[src/rtl/mqrb_ram.sv]
// Generic simple dual-port RAM with one write port and a registered read port.
`default_nettype none

module mqrb_ram #(
  parameter int WIDTH = 8,
  parameter int DEPTH = 16,
  localparam int AW = (DEPTH > 1) ? $clog2(DEPTH) : 1
) (
  input  wire logic             clk,
  input  wire logic             we,
  input  wire logic [AW-1:0]    waddr,
  input  wire logic [WIDTH-1:0] wdata,
  input  wire logic [AW-1:0]    raddr,
  output logic      [WIDTH-1:0] rdata
);

  logic [WIDTH-1:0] mem [DEPTH];

  always_ff @(posedge clk) begin
    if (we) begin
      mem[waddr] <= wdata;
    end
    rdata <= mem[raddr];
  end

endmodule

`default_nettype wire

[config.mk]
export PLATFORM = sky130hd
export DESIGN_NAME = mqrb_ram
export DESIGN_NICKNAME = d
export VERILOG_FILES = /design/src/rtl/mqrb_ram.sv
export SDC_FILE = /design/constraint.sdc
export NUM_CORES = 1
export LEC_CHECK = 0
export ABC_AREA = 1
export BUFFER_PORTS_ARGS = -buffer_cell sky130_fd_sc_hd__buf_2
export CAP_MARGIN = 0
export CORE_ASPECT_RATIO = 0.5
export CORE_MARGIN = 2
export CORE_UTILIZATION = 45
export CTS_BUF_LIST = sky130_fd_sc_hd__clkbuf_4 sky130_fd_sc_hd__clkbuf_8
export CTS_CLUSTER_DIAMETER = 200
export DETAILED_ROUTE_END_ITERATION = 8
export SKIP_CTS_REPAIR_TIMING = 1
export SLEW_MARGIN = 30
export SYNTH_ARGS = -nofsm -noshare
export SYNTH_HDL_FRONTEND = slang
export SYNTH_SLANG_ARGS = --single-unit
[constraint.sdc]
create_clock -name clk -period 1.3 [get_ports clk]
set_input_delay 0.26 -clock clk [delete_from_list [all_inputs] [get_ports clk]]
set_output_delay 0.26 -clock clk [all_outputs]
set_load 0.03 [all_outputs]
# Word-level counts from Yosys, hierarchy flattened
# Memories as Yosys holds them, arrays and structs flattened. A register that Yosys moved wholly into a read port is not among the register bits.
# Cells that the tools add are included.
[classes]
n_mux = 2
[op_table]
columns = ["op", "count"]
rows = [
  ["$mux 1", 2],
]
[word_totals]
register_bits = 0
mem_bits_rw = 128
inputBits = 18
out_inout_bits = 8
wordCells = 3
memories = 1
[memory_table]
columns = ["name", "depth", "word_bits", "rd", "rd_ports_with_merged_regs", "wr", "line", "rtl"]
rows = [
  ["mem", 16, 8, 1, 1, 1, "17", "logic [WIDTH-1:0] mem [DEPTH];"],
]

# Logic depth before layout (Yosys ltp)
[depth]
word_depth = 2
depth_mapped = 8
mapped_depth_nobuf = 7

# Worst setup path after synthesis
# Ideal clock, no wire load.
[synth_path]
path_kind = "in2reg"
from = "input port waddr[3]"
to = "memory mem[4][0] (enable)"
setup_time_ps = 370
arrival_ps = 841
t_required_ps = 930
setup_slack_ps = 89
path_stages = 2
n_path_buf = 0
path_cell_list = "nand3b_1 -> nor2_1"
[synth_lines]
columns = ["element", "line", "rtl"]
rows = [
  ["from (decl)", "11", "input wire logic [AW-1:0] waddr,"],
  ["to (decl)", "17", ""],
]
# No word-level cell before the write port.

# Worst setup path after layout
[layout_path]
from = "register rdata[7] (read register of mem)"
to = "output port rdata[7]"
[layout_lines]
columns = ["element", "line", "rtl"]
rows = [
  ["from (decl)", "14", "output logic [WIDTH-1:0] rdata"],
]
# No word-level cell between the ends.

==> impl_metrics.ini <==
[run_status]
status = finished, final reports clean

[hold_path]
hold_path_class = in -> reg
hold_path_depth = 3

[yosys]
synth-xor-area-share_pct = 0
syn_avg_cell_area_um2 = 10.5
synthAdderAreaFrac_pct = 0
netlist_instances = 551
synth-simple-area-share_pct = 21.0
synth.most_common_cell = nand2_1
netlist.area_leader.share_pct = 66.7
synth_top_family_by_area = simple AND/OR/NAND/NOR gates
syn-num-nets = 569
netlist_top_cells_area = edfxtp_1 (67%), nand2_1 (11%), nand3_1 (8.4%)
synth_top_area_cell = edfxtp_1
async_flop_share_pct = 0
yosysUniqueCellTypes = 12
synth-edff-count = 128
ys_ff_latch = 136
yosys_warnings = 0
yosysSeqAreaShare_pct = 69.4
synthMuxAreaShare_pct = 0
synth-compound-area-share_pct = 0
synth_ff_type = edfxtp_1
netlist_area_mm2 = 0.00577
synthTopCellsByCount = nand2_1 (173), edfxtp_1 (128), inv_1 (100)

[worst_setup_path]
worstSetupEndpointType = primary output
critPathTopFamily = flip-flops
slowest_stage = dfxtp_1
critPathMaxStageDelay_ns = 0.36
crit_path_cell_trace = buf_2
cp.buffers_inverters = 1
reg2reg_depth = 6
path_depth = 1
start_kind = flip-flop
crit_required_ns = 1.04
crit_type = reg -> out
cp_max_fo = 1
cp_data_arrival_time_ns = 1.00

[grt]
grt_overflow = 0
antenna_found_initial = 0
grt_usage_pct = 20.9
grt_max_degree = 33
grt_pass1_vias = 3622
grt_pass1_wl_mm = 20.6

[clock_network]
clkLatencyLatePin_ns = 0.44
htreeDepth = 4
clockBufferDepth = 2
numClockSinks = 136
path_clk_slew_ns = 0.07
tritoncts = built
numCtsBuffers = 17
cts_root_buf = clkbuf_8

[layout]
syn2layout_area_growth_pct = 16.3
final_layout_size_suffix_gt1_share_pct = 13.7
nets = 616
final_area_mm2 = 0.00670
diodes = 0
nFillCells = 1072

[sta]
timing.fmax_mhz = 795
rsz0062_at_grt = false
slew_violations = 0
setup-violations-final = 0
period_minus_slack_ns = 1.26
maxSlewHeadroom_pct = 74.2
hold_viol = 0
hold_slack_ns = 0.179
skew_ns = 0.0129
worst_pin_slew_ns = 0.387
final.period_utilization_pct = 96.8

[floorplan]
pin_count = 26
die_w_um = 164
die_h_um = 84.0
num_rows = 29
start_util_pct = 45.8
coreArea_mm2 = 0.0126
dieArea_mm2 = 0.0138

[power]
power_density_mw_per_mm2 = 1460
vdd_drop_max_v = 0.000692
leakagePower_nw = 2.92

[place]
gp_congestion = 0.867
post_dp_cell_area_mm2 = 0.00623
numPortBuffers = 25
hpwl_mm = 8.33

[route]
vias = 3824
routedWlPerCell_um = 16.8
dr.pass1.iters = 5
viasPerCell = 4.90
finalWirelength_mm = 13.1
route.detailed.drc = 0
drt_iter0_drc = 405
drtAntennaViolNets = 0

[job]
drv_cap = 0
where the power goes:
| part | switching, mW | internal (mW) | total (mW) |
|---|---|---|---|
| combinational | 0.485 | 0.212 | 0.697 |
| sequential | 0.0303 | 4.89 | 4.93 |
| clock | 1.63 | 2.51 | 4.14 |
| total | 2.14 | 7.62 | 9.76 |
cells in the final DEF, fill, tap and decap left out, drive strengths merged:
cell type / count
buf: 52
bufinv: 6
clkbuf: 19
clkinv: 6
clkinvlp: 1
dfxtp: 8
edfxtp: 128
inv: 102
nand2: 173
nand3: 97
nand3b: 2
nor2: 17
path summary, 6_finish.rpt:
path                   start        to  slack, ns
setup / recovery    rdata[7]  rdata[7]       0.04
hold / removal      raddr[3]  rdata[3]       0.18
setup reg to reg   mem[5][6]  rdata[6]       0.21
hold reg to reg   mem[10][3]  rdata[3]       0.66
final cells by class:
type                            count  area [µm²]  share of cell area [%]
Timing Repair Buffer               52         415                    6.20
Inverter                          102         383                    5.71
Multi-Input combinational cell    289        1210                    18.1
Clock inverter                     13         226                    3.38
Sequential cell                   136        4000                    59.7
Clock buffer                       19         249                    3.71
Tap cell                          170         213                    3.17
routing by layer:
layer | routed length (µm) | track usage, % | vias to the layer above
met4 | 211 | 6.62 | 0
li1 | - | - | 1867
met2 | 5890 | 30.5 | 110
met5 | 0 | 0 | -
met1 | 6100 | 30.9 | 1830
met3 | 923 | 5.12 | 17
registers in the layout (all words and copies together), names as in the netlist:
register,flops
rdata,8
mem,128
logic make-up (layout without fill, tap and decap cells):
| logic type | Yosys count | in the layout |
|---|---|---|
| buffers and inverters | 126 | 186 |
| DFF | 136 | 136 |
| and+or+nand+nor | 289 | 289 |
per-stage QoR:
step / setup TNS [ns] / utilization [%] / setup WS, ns / power (mW) / std cells
6_report: 0 / 53.2 / 0.0416 / 9.76 / 781
5_1_grt: 0 / 53.2 / 0.00360 / 10.1 / 781
4_1_cts: 0 / 53.2 / 0.0231 / 9.81 / 781
3_5_place_dp: -0.202 / 49.5 / -0.111 / 5.72 / 749
3_3_place_gp: -0.155 / 49.5 / -0.103 / 5.72 / 749
2_1_floorplan: 0 / - / 0.0892 / 5.42 / 551
Power figures use the tool's default switching activity.
